<file path="src/rtl/gke_pkg.sv">
package gke_pkg;

    localparam int SAMPLE_W = 16;
    localparam int DIST_W = 40;
    localparam int KERNEL_W = 17;
    localparam int BW_W = 16;
    localparam int CFG_DATA_W = 32;
    localparam int CFG_ADDR_W = 3;

    localparam int FEATURE_LIMIT_DEFAULT = 64;

    localparam logic [BW_W-1:0] INV_BW_RESET = 16'd3277;
    localparam logic [DIST_W-1:0] ACC_MAX = {DIST_W{1'b1}};

    // register index, taken from paddr[2]
    localparam logic REG_INV_BANDWIDTH = 1'b0;

    typedef struct packed {
        logic full;
        logic empty;
    } queue_status_t;

endpackage

</file>
<file path="src/rtl/gaussian_kernel_entry_unit.sv">
// Throughput: one feature per cycle, except while a row end waits for queue room;
//   row results come from the back sequencer, which takes a new row distance only
//   when idle and shares one 32x32 multiplier across its 12 squarings; a kernel that
//   flushes to zero skips the series and the squarings.
// Reset: rst_n clears accumulator, feature count, queue, sequencer and output valid,
//   and sets inv_bandwidth to 3277.
module gaussian_kernel_entry_unit
    import gke_pkg::*;
#(
    parameter int FEATURE_LIMIT = FEATURE_LIMIT_DEFAULT
)
(
    input  logic                       clk,
    input  logic                       rst_n,
    // feature transaction
    input  logic                       in_valid,
    output logic                       in_stall,
    input  logic signed [SAMPLE_W-1:0] new_value,
    input  logic signed [SAMPLE_W-1:0] basis_value,
    input  logic                       last_feature,
    // result transaction
    output logic                       out_valid,
    input  logic                       out_stall,
    output logic [KERNEL_W-1:0]        kernel_value,
    output logic [DIST_W-1:0]          distance_squared,
    // configuration port
    input  logic                       psel,
    input  logic                       penable,
    input  logic                       pwrite,
    input  logic [CFG_ADDR_W-1:0]      paddr,
    input  logic [CFG_DATA_W-1:0]      pwdata,
    output logic [CFG_DATA_W-1:0]      prdata,
    output logic                       pready
);

    logic [BW_W-1:0]   inv_bw_reg;
    logic              cfg_write;

    queue_status_t     q_status;
    logic              q_push;
    logic [DIST_W-1:0] q_push_data;
    logic              q_pop;
    logic [DIST_W-1:0] q_pop_data;

    // Register file: one register, inv_bandwidth, at byte address 0.
    // Writes to any other index are dropped; reads of them return zero.
    assign pready    = 1'b1;
    assign cfg_write = psel && penable && pwrite && pready;
    assign prdata    = (paddr[2] == REG_INV_BANDWIDTH) ?
                       {{(CFG_DATA_W - BW_W){1'b0}}, inv_bw_reg} : '0;

    always_ff @(posedge clk or negedge rst_n)
    begin
        if (!rst_n)
        begin
            inv_bw_reg <= INV_BW_RESET;
        end
        else if (cfg_write && (paddr[2] == REG_INV_BANDWIDTH))
        begin
            inv_bw_reg <= pwdata[BW_W-1:0];
        end
    end

    // Front: square each feature difference, accumulate with saturation, and
    // push the row distance into the queue at the row end (or at the feature limit).
    gke_front #(
        .FEATURE_LIMIT (FEATURE_LIMIT)
    ) u_front (
        .clk         (clk),
        .rst_n       (rst_n),
        .in_valid    (in_valid),
        .in_stall    (in_stall),
        .new_value   (new_value),
        .basis_value (basis_value),
        .last_feature(last_feature),
        .q_status    (q_status),
        .push        (q_push),
        .push_data   (q_push_data)
    );

    // Two-entry queue of row distances: lets the front keep streaming features
    // while the back works through the exponential of the previous row.
    gke_queue u_queue (
        .clk       (clk),
        .rst_n     (rst_n),
        .push      (q_push),
        .push_data (q_push_data),
        .pop       (q_pop),
        .pop_data  (q_pop_data),
        .status    (q_status)
    );

    // Back: t = d * inv_bandwidth in two partial products, a cubic series on
    // t/4096, twelve roundings of e*e, then rounding to Q1.16 into the
    // output register.
    gke_back u_back (
        .clk              (clk),
        .rst_n            (rst_n),
        .inv_bandwidth    (inv_bw_reg),
        .q_status         (q_status),
        .q_data           (q_pop_data),
        .q_pop            (q_pop),
        .out_valid        (out_valid),
        .out_stall        (out_stall),
        .kernel_value     (kernel_value),
        .distance_squared (distance_squared)
    );

endmodule

</file>
<file path="src/rtl/gke_queue.sv">
module gke_queue
    import gke_pkg::*;
(
    input  logic                clk,
    input  logic                rst_n,
    input  logic                push,
    input  logic [DIST_W-1:0]   push_data,
    input  logic                pop,
    output logic [DIST_W-1:0]   pop_data,
    output queue_status_t       status
);

    localparam int DEPTH = 2;

    logic [DIST_W-1:0] mem_reg [DEPTH];
    logic              wr_ptr_reg;
    logic              rd_ptr_reg;
    logic [1:0]        count_reg;

    assign pop_data     = mem_reg[rd_ptr_reg];
    assign status.full  = (count_reg == 2'(DEPTH));
    assign status.empty = (count_reg == 2'd0);

    always_ff @(posedge clk)
    begin
        if (push)
        begin
            mem_reg[wr_ptr_reg] <= push_data;
        end
    end

    always_ff @(posedge clk or negedge rst_n)
    begin
        if (!rst_n)
        begin
            wr_ptr_reg <= 1'b0;
            rd_ptr_reg <= 1'b0;
            count_reg  <= 2'd0;
        end
        else
        begin
            if (push)
            begin
                wr_ptr_reg <= ~wr_ptr_reg;
            end
            if (pop)
            begin
                rd_ptr_reg <= ~rd_ptr_reg;
            end
            unique case ({push, pop})
                2'b10:   count_reg <= count_reg + 2'd1;
                2'b01:   count_reg <= count_reg - 2'd1;
                default: count_reg <= count_reg;
            endcase
        end
    end

endmodule

</file>
<file path="src/rtl/gke_front.sv">
module gke_front
    import gke_pkg::*;
#(
    parameter int FEATURE_LIMIT = FEATURE_LIMIT_DEFAULT
)
(
    input  logic                       clk,
    input  logic                       rst_n,
    input  logic                       in_valid,
    output logic                       in_stall,
    input  logic signed [SAMPLE_W-1:0] new_value,
    input  logic signed [SAMPLE_W-1:0] basis_value,
    input  logic                       last_feature,
    input  queue_status_t              q_status,
    output logic                       push,
    output logic [DIST_W-1:0]          push_data
);

    localparam int CNT_W = (FEATURE_LIMIT > 1) ? $clog2(FEATURE_LIMIT) : 1;

    logic [CNT_W-1:0]            count_reg;
    logic                        sq_valid_reg;
    logic                        sq_last_reg;
    logic [2*SAMPLE_W-1:0]       sq_reg;
    logic [DIST_W-1:0]           acc_reg;

    logic signed [SAMPLE_W:0]    diff;
    logic [SAMPLE_W-1:0]         mag;
    logic [2*SAMPLE_W-1:0]       sq_next;
    logic                        last_next;
    logic [DIST_W:0]             sum_wide;
    logic [DIST_W-1:0]           sum_sat;
    logic                        blocked;
    logic                        accept;
    logic                        advance;

    assign diff = {new_value[SAMPLE_W-1], new_value} - {basis_value[SAMPLE_W-1], basis_value};
    // |diff| never exceeds 65535, so the low 16 bits hold it
    assign mag = diff[SAMPLE_W] ? SAMPLE_W'(-diff) : diff[SAMPLE_W-1:0];
    assign sq_next = mag * mag;
    assign last_next = last_feature || (count_reg == CNT_W'(FEATURE_LIMIT - 1));

    assign sum_wide = {1'b0, acc_reg} + {{(DIST_W + 1 - 2*SAMPLE_W){1'b0}}, sq_reg};
    assign sum_sat  = sum_wide[DIST_W] ? ACC_MAX : sum_wide[DIST_W-1:0];

    // hold the square stage while a row end waits for queue room
    assign blocked  = sq_valid_reg && sq_last_reg && q_status.full;
    assign in_stall = blocked;
    assign accept   = in_valid && !blocked;
    assign advance  = sq_valid_reg && !blocked;

    assign push      = advance && sq_last_reg;
    assign push_data = sum_sat;

    always_ff @(posedge clk)
    begin
        if (accept)
        begin
            sq_reg      <= sq_next;
            sq_last_reg <= last_next;
        end
    end

    always_ff @(posedge clk or negedge rst_n)
    begin
        if (!rst_n)
        begin
            count_reg    <= '0;
            sq_valid_reg <= 1'b0;
            acc_reg      <= '0;
        end
        else
        begin
            if (accept)
            begin
                count_reg <= last_next ? '0 : count_reg + CNT_W'(1);
            end
            if (!blocked)
            begin
                sq_valid_reg <= in_valid;
            end
            if (advance)
            begin
                acc_reg <= sq_last_reg ? '0 : sum_sat;
            end
        end
    end

endmodule

</file>
<file path="src/rtl/gke_back.sv">
module gke_back
    import gke_pkg::*;
(
    input  logic                 clk,
    input  logic                 rst_n,
    input  logic [BW_W-1:0]      inv_bandwidth,
    input  queue_status_t        q_status,
    input  logic [DIST_W-1:0]    q_data,
    output logic                 q_pop,
    output logic                 out_valid,
    input  logic                 out_stall,
    output logic [KERNEL_W-1:0]  kernel_value,
    output logic [DIST_W-1:0]    distance_squared
);

    localparam int SQUARINGS = 12;
    localparam logic [30:0] Q30_ONE = 31'h4000_0000;
    localparam logic [61:0] Q30_HALF = 62'h2000_0000;
    localparam logic [30:0] KERNEL_HALF = 31'd8192;
    localparam logic [KERNEL_W-1:0] KERNEL_ONE = 17'h1_0000;

    typedef enum logic [3:0] {
        ST_IDLE,
        ST_MUL_LO,
        ST_MUL_HI,
        ST_ARG,
        ST_SQ_S,
        ST_CUBE,
        ST_POLY,
        ST_SQ_E,
        ST_ROUND,
        ST_FIN
    } state_t;

    state_t              state_reg;
    logic [DIST_W-1:0]   dist_reg;
    logic [63:0]         prod_reg;
    logic [39:0]         tlo_reg;
    logic [21:0]         s_reg;
    logic [13:0]         s2_reg;
    logic [30:0]         e_reg;
    logic [3:0]          sq_cnt_reg;
    logic                out_valid_reg;
    logic [KERNEL_W-1:0] kernel_reg;
    logic [DIST_W-1:0]   dist_out_reg;

    logic [31:0]         mul_a;
    logic [31:0]         mul_b;
    logic [63:0]         prod_next;
    logic [55:0]         t_arg;
    logic [5:0]          s3;
    logic [11:0]         s3_scaled;
    logic [30:0]         e_poly;
    logic [61:0]         e_rounded;
    logic [30:0]         kernel_sum;
    logic                out_load;

    function automatic logic [30:0] div6(input logic [5:0] x);
        logic [11:0] p;
        // x * 43 / 256 matches x / 6 for every 6-bit x
        p = {6'd0, x} * 12'd43;
        return {27'd0, p[11:8]};
    endfunction

    always_comb
    begin
        mul_a = '0;
        mul_b = '0;
        unique case (state_reg)
            ST_MUL_LO:
            begin
                mul_a = {8'd0, dist_reg[23:0]};
                mul_b = {16'd0, inv_bandwidth};
            end
            ST_MUL_HI:
            begin
                mul_a = {16'd0, dist_reg[39:24]};
                mul_b = {16'd0, inv_bandwidth};
            end
            ST_SQ_S:
            begin
                mul_a = {10'd0, s_reg};
                mul_b = {10'd0, s_reg};
            end
            ST_CUBE:
            begin
                mul_a = {18'd0, prod_reg[43:30]};
                mul_b = {10'd0, s_reg};
            end
            ST_SQ_E:
            begin
                mul_a = {1'b0, e_reg};
                mul_b = {1'b0, e_reg};
            end
            default:
            begin
                mul_a = '0;
                mul_b = '0;
            end
        endcase
    end

    assign prod_next  = mul_a * mul_b;
    assign t_arg      = {prod_reg[31:0], 24'd0} + {16'd0, tlo_reg};
    assign s3         = prod_reg[35:30];
    assign s3_scaled  = {6'd0, s3};
    assign e_poly     = Q30_ONE - {9'd0, s_reg} + {18'd0, s2_reg[13:1]} - div6(s3_scaled[5:0]);
    assign e_rounded  = prod_reg[61:0] + Q30_HALF;
    assign kernel_sum = e_reg + KERNEL_HALF;
    assign out_load   = (state_reg == ST_FIN) && (!out_valid_reg || !out_stall);

    assign q_pop            = (state_reg == ST_IDLE) && !q_status.empty;
    assign out_valid        = out_valid_reg;
    assign kernel_value     = kernel_reg;
    assign distance_squared = dist_out_reg;

    always_ff @(posedge clk or negedge rst_n)
    begin
        if (!rst_n)
        begin
            state_reg     <= ST_IDLE;
            sq_cnt_reg    <= '0;
            out_valid_reg <= 1'b0;
        end
        else
        begin
            unique case (state_reg)
                ST_IDLE:
                begin
                    if (q_pop)
                    begin
                        dist_reg  <= q_data;
                        state_reg <= ST_MUL_LO;
                    end
                end
                ST_MUL_LO:
                begin
                    prod_reg  <= prod_next;
                    state_reg <= ST_MUL_HI;
                end
                ST_MUL_HI:
                begin
                    tlo_reg   <= prod_reg[39:0];
                    prod_reg  <= prod_next;
                    state_reg <= ST_ARG;
                end
                ST_ARG:
                begin
                    // an argument of 16 or more flushes the kernel to zero
                    if (t_arg[55:44] != 12'd0)
                    begin
                        e_reg     <= '0;
                        state_reg <= ST_FIN;
                    end
                    else
                    begin
                        s_reg     <= t_arg[43:22];
                        state_reg <= ST_SQ_S;
                    end
                end
                ST_SQ_S:
                begin
                    prod_reg  <= prod_next;
                    state_reg <= ST_CUBE;
                end
                ST_CUBE:
                begin
                    s2_reg    <= prod_reg[43:30];
                    prod_reg  <= prod_next;
                    state_reg <= ST_POLY;
                end
                ST_POLY:
                begin
                    e_reg      <= e_poly;
                    sq_cnt_reg <= '0;
                    state_reg  <= ST_SQ_E;
                end
                ST_SQ_E:
                begin
                    prod_reg  <= prod_next;
                    state_reg <= ST_ROUND;
                end
                ST_ROUND:
                begin
                    e_reg      <= e_rounded[60:30];
                    sq_cnt_reg <= sq_cnt_reg + 4'd1;
                    state_reg  <= (sq_cnt_reg == 4'(SQUARINGS - 1)) ? ST_FIN : ST_SQ_E;
                end
                ST_FIN:
                begin
                    if (out_load)
                    begin
                        kernel_reg   <= kernel_sum[30:14];
                        dist_out_reg <= dist_reg;
                        state_reg    <= ST_IDLE;
                    end
                end
                default:
                begin
                    state_reg <= ST_IDLE;
                end
            endcase

            if (out_load)
            begin
                out_valid_reg <= 1'b1;
            end
            else if (!out_stall)
            begin
                out_valid_reg <= 1'b0;
            end
        end
    end

    a_kernel_range: assert property (@(posedge clk) disable iff (!rst_n)
        out_valid_reg |-> (kernel_reg <= KERNEL_ONE))
        else $error("kernel value above one");

    a_square_count: assert property (@(posedge clk) disable iff (!rst_n)
        (state_reg == ST_ROUND) |-> (sq_cnt_reg < 4'(SQUARINGS)))
        else $error("squaring count overran");

    a_e_range: assert property (@(posedge clk) disable iff (!rst_n)
        (state_reg == ST_SQ_E) |-> (e_reg <= Q30_ONE))
        else $error("series value above one");

    a_pop_idle: assert property (@(posedge clk) disable iff (!rst_n)
        q_pop |=> (state_reg == ST_MUL_LO))
        else $error("pop did not start the sequencer");

endmodule

</file>
<file path="config.mk">
export PLATFORM = sky130hd
export DESIGN_NAME = gaussian_kernel_entry_unit
export DESIGN_NICKNAME = d
export VERILOG_FILES = /design/src/rtl/gke_pkg.sv /design/src/rtl/gaussian_kernel_entry_unit.sv /design/src/rtl/gke_queue.sv /design/src/rtl/gke_front.sv /design/src/rtl/gke_back.sv
export SDC_FILE = /design/constraint.sdc
export NUM_CORES = 2
export LEC_CHECK = 0
export ABC_AREA = 1
export BUFFER_PORTS_ARGS = -buffer_cell sky130_fd_sc_hd__buf_2
export CORE_AREA = 2 2 327 329
export CTS_CLUSTER_SIZE = 8
export DETAILED_ROUTE_END_ITERATION = 8
export DIE_AREA = 0 0 329 331
export HOLD_SLACK_MARGIN = 0.03
export PLACE_DENSITY = 0.79
export SLEW_MARGIN = 20
export SYNTH_ARGS = -nofsm -noshare
export SYNTH_HDL_FRONTEND = slang
export SYNTH_SLANG_ARGS = --single-unit
</file>
<file path="constraint.sdc">
create_clock -name clk -period 8 [get_ports clk]
set_input_delay 1.6 -clock clk [delete_from_list [all_inputs] [get_ports clk]]
set_output_delay 1.6 -clock clk [all_outputs]
set_load 0.02 [all_outputs]
</file>
## Yosys cells after proc, flatten, opt, wreduce, memory -nomap -nowiden

Memory sizes are Yosys's and may differ from the RTL's. A register that Yosys moved wholly into a read port is not among the register bits.
Cells that the tools add are included.

- Register bits: 334
- Bits in latches: 0
- Bits in writable memories: 80
- Bits in read-only memories: 0
- Output and inout port bits: 92
- Word-level logic and storage cells: 111
- Memories: 1

Memory list:

| memory | words | width | rd ports | clocked after Yosys merged registers in | write ports | line | RTL |
|---|---|---|---|---|---|---|---|
| u_queue.mem_reg | 2 | 40 | 1 | 1 | 1 | gke_queue.sv:15 | `logic [DIST_W-1:0] mem_reg [DEPTH];` |

- Add/sub/neg operators: 13
- $mul: 3
- Divide/modulo/power cells: 0
- $lt $le $gt $ge: 0
- Equality and inequality tests: 18
- Shift operators: 0
- Multiplexer cells: 20
- Bitwise operators: 4
- Reduce and logical (&&, ||, !) cells: 33

Operators by type and width:

| kind | count |
|---|---|
| 31-bit one-hot mux with 3 select lines | 2 |
| 31-bit one-hot mux with 5 select lines | 1 |
| 40-bit 2-to-1 mux | 2 |
| 61-bit by 30-bit adder with 61-bit output (second input constant) | 1 |
| 31-bit by 31-bit multiplier with 61-bit output | 1 |
| 56-bit by 40-bit adder with 56-bit output | 1 |
| 40-bit by 32-bit adder with 41-bit output | 1 |
| 4-bit one-hot mux with 10 select lines | 1 |
| 16-bit by 16-bit multiplier with 32-bit output | 1 |
| 16-bit 2-to-1 mux | 2 |
| 31-bit by 13-bit adder with 31-bit output | 1 |
| 31-bit by 14-bit adder with 31-bit output (second input constant) | 1 |
| 31-bit 2-to-1 mux | 1 |
| 31-bit by 22-bit subtractor with 31-bit output (first input constant) | 1 |
| 31-bit by 4-bit subtractor with 31-bit output | 1 |
| 16-bit by 16-bit subtractor with 17-bit output | 1 |
| 4-bit by 3-bit equality test with 1-bit output (second input constant) | 4 |
| 4-bit 2-to-1 mux | 4 |
| 16-bit negator | 1 |
| 4-bit equality test (second input constant) | 3 |
| 6-bit by 6-bit multiplier with 12-bit output (second input constant) | 1 |
| 3-bit AND reduction | 4 |
| 12-bit nonzero test | 1 |
| 1-bit logical AND | 10 |
| other kinds (24) | 44 |

## Longest topological paths before layout

- Depth after elaboration: 7
- Depth in mapped cells: 44
- Depth with buffers taken out: 44

## Cells and area by module

Synthesis repeated with hierarchy kept, for this count alone.

- Cells, all modules: 7436
- Area total of the unflattened synthesis: 63266.9 µm²

Modules (own cells, without submodules):

| module | instances | cells an instance | area each (µm²) | sequential area each (µm²) |
|---|---|---|---|---|
| gke_back | 1 | 5201 | 44918.1 | 7492.2 |
| gke_front | 1 | 1877 | 14044.7 | 2137.0 |
| gke_queue | 1 | 233 | 3357.0 | 2502.4 |
| gaussian_kernel_entry_unit | 1 | 125 | 947.2 | 409.1 |

## Least setup slack after synthesis

Ideal clock, no wire load.

- Path type: input to register
- Start: input port new_value[0]
- End: register u_front.sq_reg[28] (data pin)
- Setup time: 264 ps
- Arrival time: 8150 ps
- Required time: 7736 ps
- Path slack: -414 ps
- Stages: 35
- Path buffers: 1
- Cells stage by stage: inv_1 > ha_1 > fa_1 > ha_1 > a21boi_1 > nand2_1 > nor2_1 > nand3_1 > nor2_1 > nand3_1 > nand2_1 > nand3_2 > nand2_4 > inv_2 > buf_6 > nor2_4 > inv_2 > fa_1 > inv_1 > fa_1 > fa_1 > fa_1 > fa_1 > inv_1 > fa_1 > inv_1 > ha_1 > nand2_1 > nor4_1 > nand2_1 > o211ai_1 > nand3_1 > nand2_1 > a31oi_1 > xor2_1

- Longest elaborated chain between the ends: 4

RTL lines:

| element | line | RTL |
|---|---|---|
| start, declared | gaussian_kernel_entry_unit.sv:18 | `input logic signed [SAMPLE_W-1:0] new_value,` |
| 16-bit by 16-bit subtractor with 17-bit output (*) | gke_front.sv:37 | `assign diff = {new_value[SAMPLE_W-1], new_value} - {basis_value[SAMPLE_W-1], basis_value};` |
| 16-bit negator | gke_front.sv:39 | `assign mag = diff[SAMPLE_W] ? SAMPLE_W'(-diff) : diff[SAMPLE_W-1:0];` |
| 16-bit 2-to-1 mux (*) | gke_front.sv:39 |  |
| 16-bit by 16-bit multiplier with 32-bit output (*) | gke_front.sv:40 | `assign sq_next = mag * mag;` |
| net u_front.sq_next[28] | gke_front.sv:29 | `logic [2*SAMPLE_W-1:0] sq_next;` |
| end signal, assigned | gke_front.sv:59 | `sq_reg <= sq_next;` |
| end, declared | gke_front.sv:24 | `logic [2*SAMPLE_W-1:0] sq_reg;` |

Mark *: on every way through the listed nets, which the timed path passes. The rest lies on a longest branch.
A chain may end at the register's enable or synchronous reset.

## Worst setup path after layout

- Start: register u_back.state_reg[2]
- End: register u_back.prod_reg[54] (data pin)

- Longest elaborated chain between the ends: 4
- Elaborated cells between the ends (all ways): 10

RTL lines:

| element | line | RTL |
|---|---|---|
| start, declared | gke_back.sv:35 | `state_t state_reg;` |
| start signal, assigned | gke_back.sv:187 | `state_reg <= (sq_cnt_reg == 4'(SQUARINGS - 1)) ? ST_FIN : ST_SQ_E;` |
| 4-bit by 3-bit equality test with 1-bit output (tied with other cells) | gke_back.sv:69 | `unique case (state_reg)` |
| 2-bit OR reduction (no line) | -- |  |
| 31-bit one-hot mux with 3 select lines | gke_back.sv:69 |  |
| 31-bit by 31-bit multiplier with 61-bit output (*) | gke_back.sv:103 | `assign prod_next = mul_a * mul_b;` |
| net u_back.prod_next[54] | gke_back.sv:49 | `logic [63:0] prod_next;` |
| end signal, assigned | gke_back.sv:138 | `prod_reg <= prod_next;` |
| end signal, assigned | gke_back.sv:144 | `prod_reg <= prod_next;` |
| end signal, assigned | gke_back.sv:163 | `prod_reg <= prod_next;` |
| end, declared | gke_back.sv:37 | `logic [63:0] prod_reg;` |

Marked as above.

==> metrics.txt <==
cts hold-fix bufs=0; slowest CP cell=fa_1; CTS buffer count=slightly below 60; asr flop ratio synth=between 10% and 20%; Final Hold Vio Count=0; GRT Max-Usage Layer=met2; area leader, netlist=fa_1; crit path DAT=8.74 ns; max_slew headroom=33.8%; Distinct cells, synth=66; WP buf/inv=15; Post-Synthesis Cells=7,194; layout cells sized above 1=about a quarter; top-area cell type share of the netlist area=32.6%; initial core utilization=between 50% and 60%; Worst Tran Pin Value=0.991 ns; met2 usage in global routing=60.9%; H-tree levels=2; Post-synth top cells=inv_1 (1,774), nand2_1 (1,338), fa_1 (1,008); Final #Nets=9,739; vias per cell=5.68; antenna violations before repair=4; Ys Warns=0; worst-path fanout max=6; Seq cells post-synth=430; Cell Area, Synth=61,900 um2; vias in the first global route=55,400; Via Count=54,600; final worst setup slack=-0.360 ns; CP startpoint kind=flip-flop; Num Clock Sinks=430; RSZ-0062 raised after global routing=yes; failing checks=negative setup slack; crit path capture type=flip-flop; f_max=between 100 and 150 MHz; CP Class=flip-flop to flip-flop; status=complete, but fails checks; final-report setup violation count=31; M1 GR Usage=46.5%; max_cap viols=0; DRT iter0 DRCs=5,732; remaining global-route overflow=0; pre-CTS setup slack=-0.846 ns; Slowest Stage Delay on Critical Path=around 0.60 ns; Hold Path Class=flip-flop to flip-flop; Primary FF master, synth=edfxtp_1; Residual DRC=0; post-DP HPWL=~160,000 um; fin. max-slew vios=0; Design Area, Final=77,800 um2; Area Overhead vs Synth=25.6%; Worst-Skew Late Latency=0.65 ns; Fill cells=6,991; Die X=329 um; final wirelength=approximately 210,000 um; IO buf count=131; Crit path max-delay family=adder cells; placed cell areas=between 70,000 and 80,000 um2; cell repeated most along the worst path=fa_1; first-pass GRT wire length=305,000 um; Clock Skews=0.0695 ns; CTS root buf=clkbuf_16; Final ANT Viol Nets=0; WL/cell=roughly 22 um; EDFF count, synth=between 300 and 400; Clock transition at path regs=0.06 ns; Synth Area per Inst=roughly 8.6 um2; drt pass-1 iters=6; Crit path required time=8.38 ns; CTS tree=done; count leader, synth=inv_1; RePlAce Congestion=roughly 1.0; Core Footprint=approximately 100,000 um2; num ports=167; number of flip-flops in the largest register=80; GR Layer Usage met3=6.19%; Final min period=8.36 ns; final worst path period share=104%; sequential area share after synthesis=20.3%; die area=approximately 110,000 um2; main area contributors after synthesis=fa_1 (33%), edfxtp_1 (17%), inv_1 (11%); Bufs on Longest Clock Path=3; die height=331 um; gr usage total=36.9%; cell row count=119; largest net degree at the start of global routing=62
metal layers:
metal,vias up,part of all wire (%),wire [um]
li1,23800,-,-
met1,26600,35,72700
met2,3308,46,96800
met3,933,11,22300
met4,4,7.9,16600
met5,-,0.013,27
worst register-to-register path, delay by kind of cell (launching register included):
kind	cells	cell delay (ns)
compound gates	2	0.38
buf+inv	15	1.47
fa+ha+maj	9	4.42
simple gates	16	1.50
flops	1	0.39
logic make-up (layout without fill, tap and decap cells):
family / count (synthesis) / in the layout / share of synthesized area, %
AOI/OAI and AO/OA: 630 / 630 / 6.05
xor gates and xnor gates: 160 / 160 / 2.31
adders and majority gates: 1483 / 1483 / 42.2
buffers and inverters: 2006 / 3024 / 12.5
DFF: 430 / 430 / 20.3
muxes: 40 / 40 / 0.727
other: 2 / 19 / 0.0121
and+or+nand+nor: 2443 / 2443 / 16.0
metrics by stage:
| step | std cells | setup TNS (ns) | hold WS [ns] | util (%) |
|---|---|---|---|---|
| 2_1_floorplan | 7209 | -0.276 | 0.400 | - |
| 3_3_place_gp | 9358 | -24.76 | 0.409 | 67.3 |
| 3_5_place_dp | 9358 | -29.86 | 0.407 | 67.3 |
| 4_1_cts | 9534 | -0.320 | 0.431 | 70.7 |
| 5_1_grt | 9618 | -12.11 | 0.445 | 74.1 |
| 6_report | 9620 | -4.56 | 0.430 | 74.1 |
layout by cell type (no fill, tap or decap), types with 63 or more instances in the layout:
cell type	netlist	layout
clkbuf_16	0	63
inv_2	26	121
o21ai_0	172	110
fa_1	1008	931
inv_1	1774	1649
buf_4	22	787
nor2_4	7	68
ha_1	475	406
nor2_1	717	582
edfxtp_1	354	354
buf_2	62	129
a21oi_1	239	178
buf_6	5	100
xor2_1	99	93
ha_4	0	67
nand2_1	1338	1206
fa_2	0	77
buf_12	0	70
dfrtp_1	69	66
nand3_1	202	176
nor2_2	13	87
nand2_2	11	97
layout make-up:
cell class,count,area [um2],area share (%)
antenna,2,5.00,0.00643
clock buffer,104,1650,2.11
clock inverter,3,68.8,0.0885
inverter,1805,6910,8.88
multi-input combinational,4773,45300,58.3
sequential,430,12500,16.1
tap,1391,1740,2.24
timing repair buffer,1112,9540,12.3
what timing repair did:
| item | CTS | global route |
|---|---|---|
| setup endpoints to repair | 48 | 61 |
| gates cloned | 3 | 4 |
| buffers inserted | 66 | 90 |
| resized for setup | 354 | 749 |
| pin swaps | 94 | 335 |
worst paths after layout:
kind / start / to / slack, ns / cells past startpoint
worst min register to register: u_back.tlo_reg[22]$_DFFE_PP_ / u_back.s_reg[0]$_DFFE_PP_ / 0.43 / 0
worst max-delay path: u_back.state_reg[2]$_DFFE_PN0P_ / u_back.prod_reg[54]$_DFFE_PP_ / -0.36 / 42
max in group asynchronous: rst_n / u_front.acc_reg[15]$_DFFE_PN0P_ / 5.94 / 2
worst min-delay path: u_back.tlo_reg[22]$_DFFE_PP_ / u_back.s_reg[0]$_DFFE_PP_ / 0.43 / 0
min in group asynchronous: rst_n / u_back.state_reg[3]$_DFFE_PN0P_ / 0.88 / 1
worst max register to register: u_back.state_reg[2]$_DFFE_PN0P_ / u_back.prod_reg[54]$_DFFE_PP_ / -0.36 / 42
Power is not shown: default switching activity piles up to over one toggle a cycle in this logic, so the estimate is an artifact.
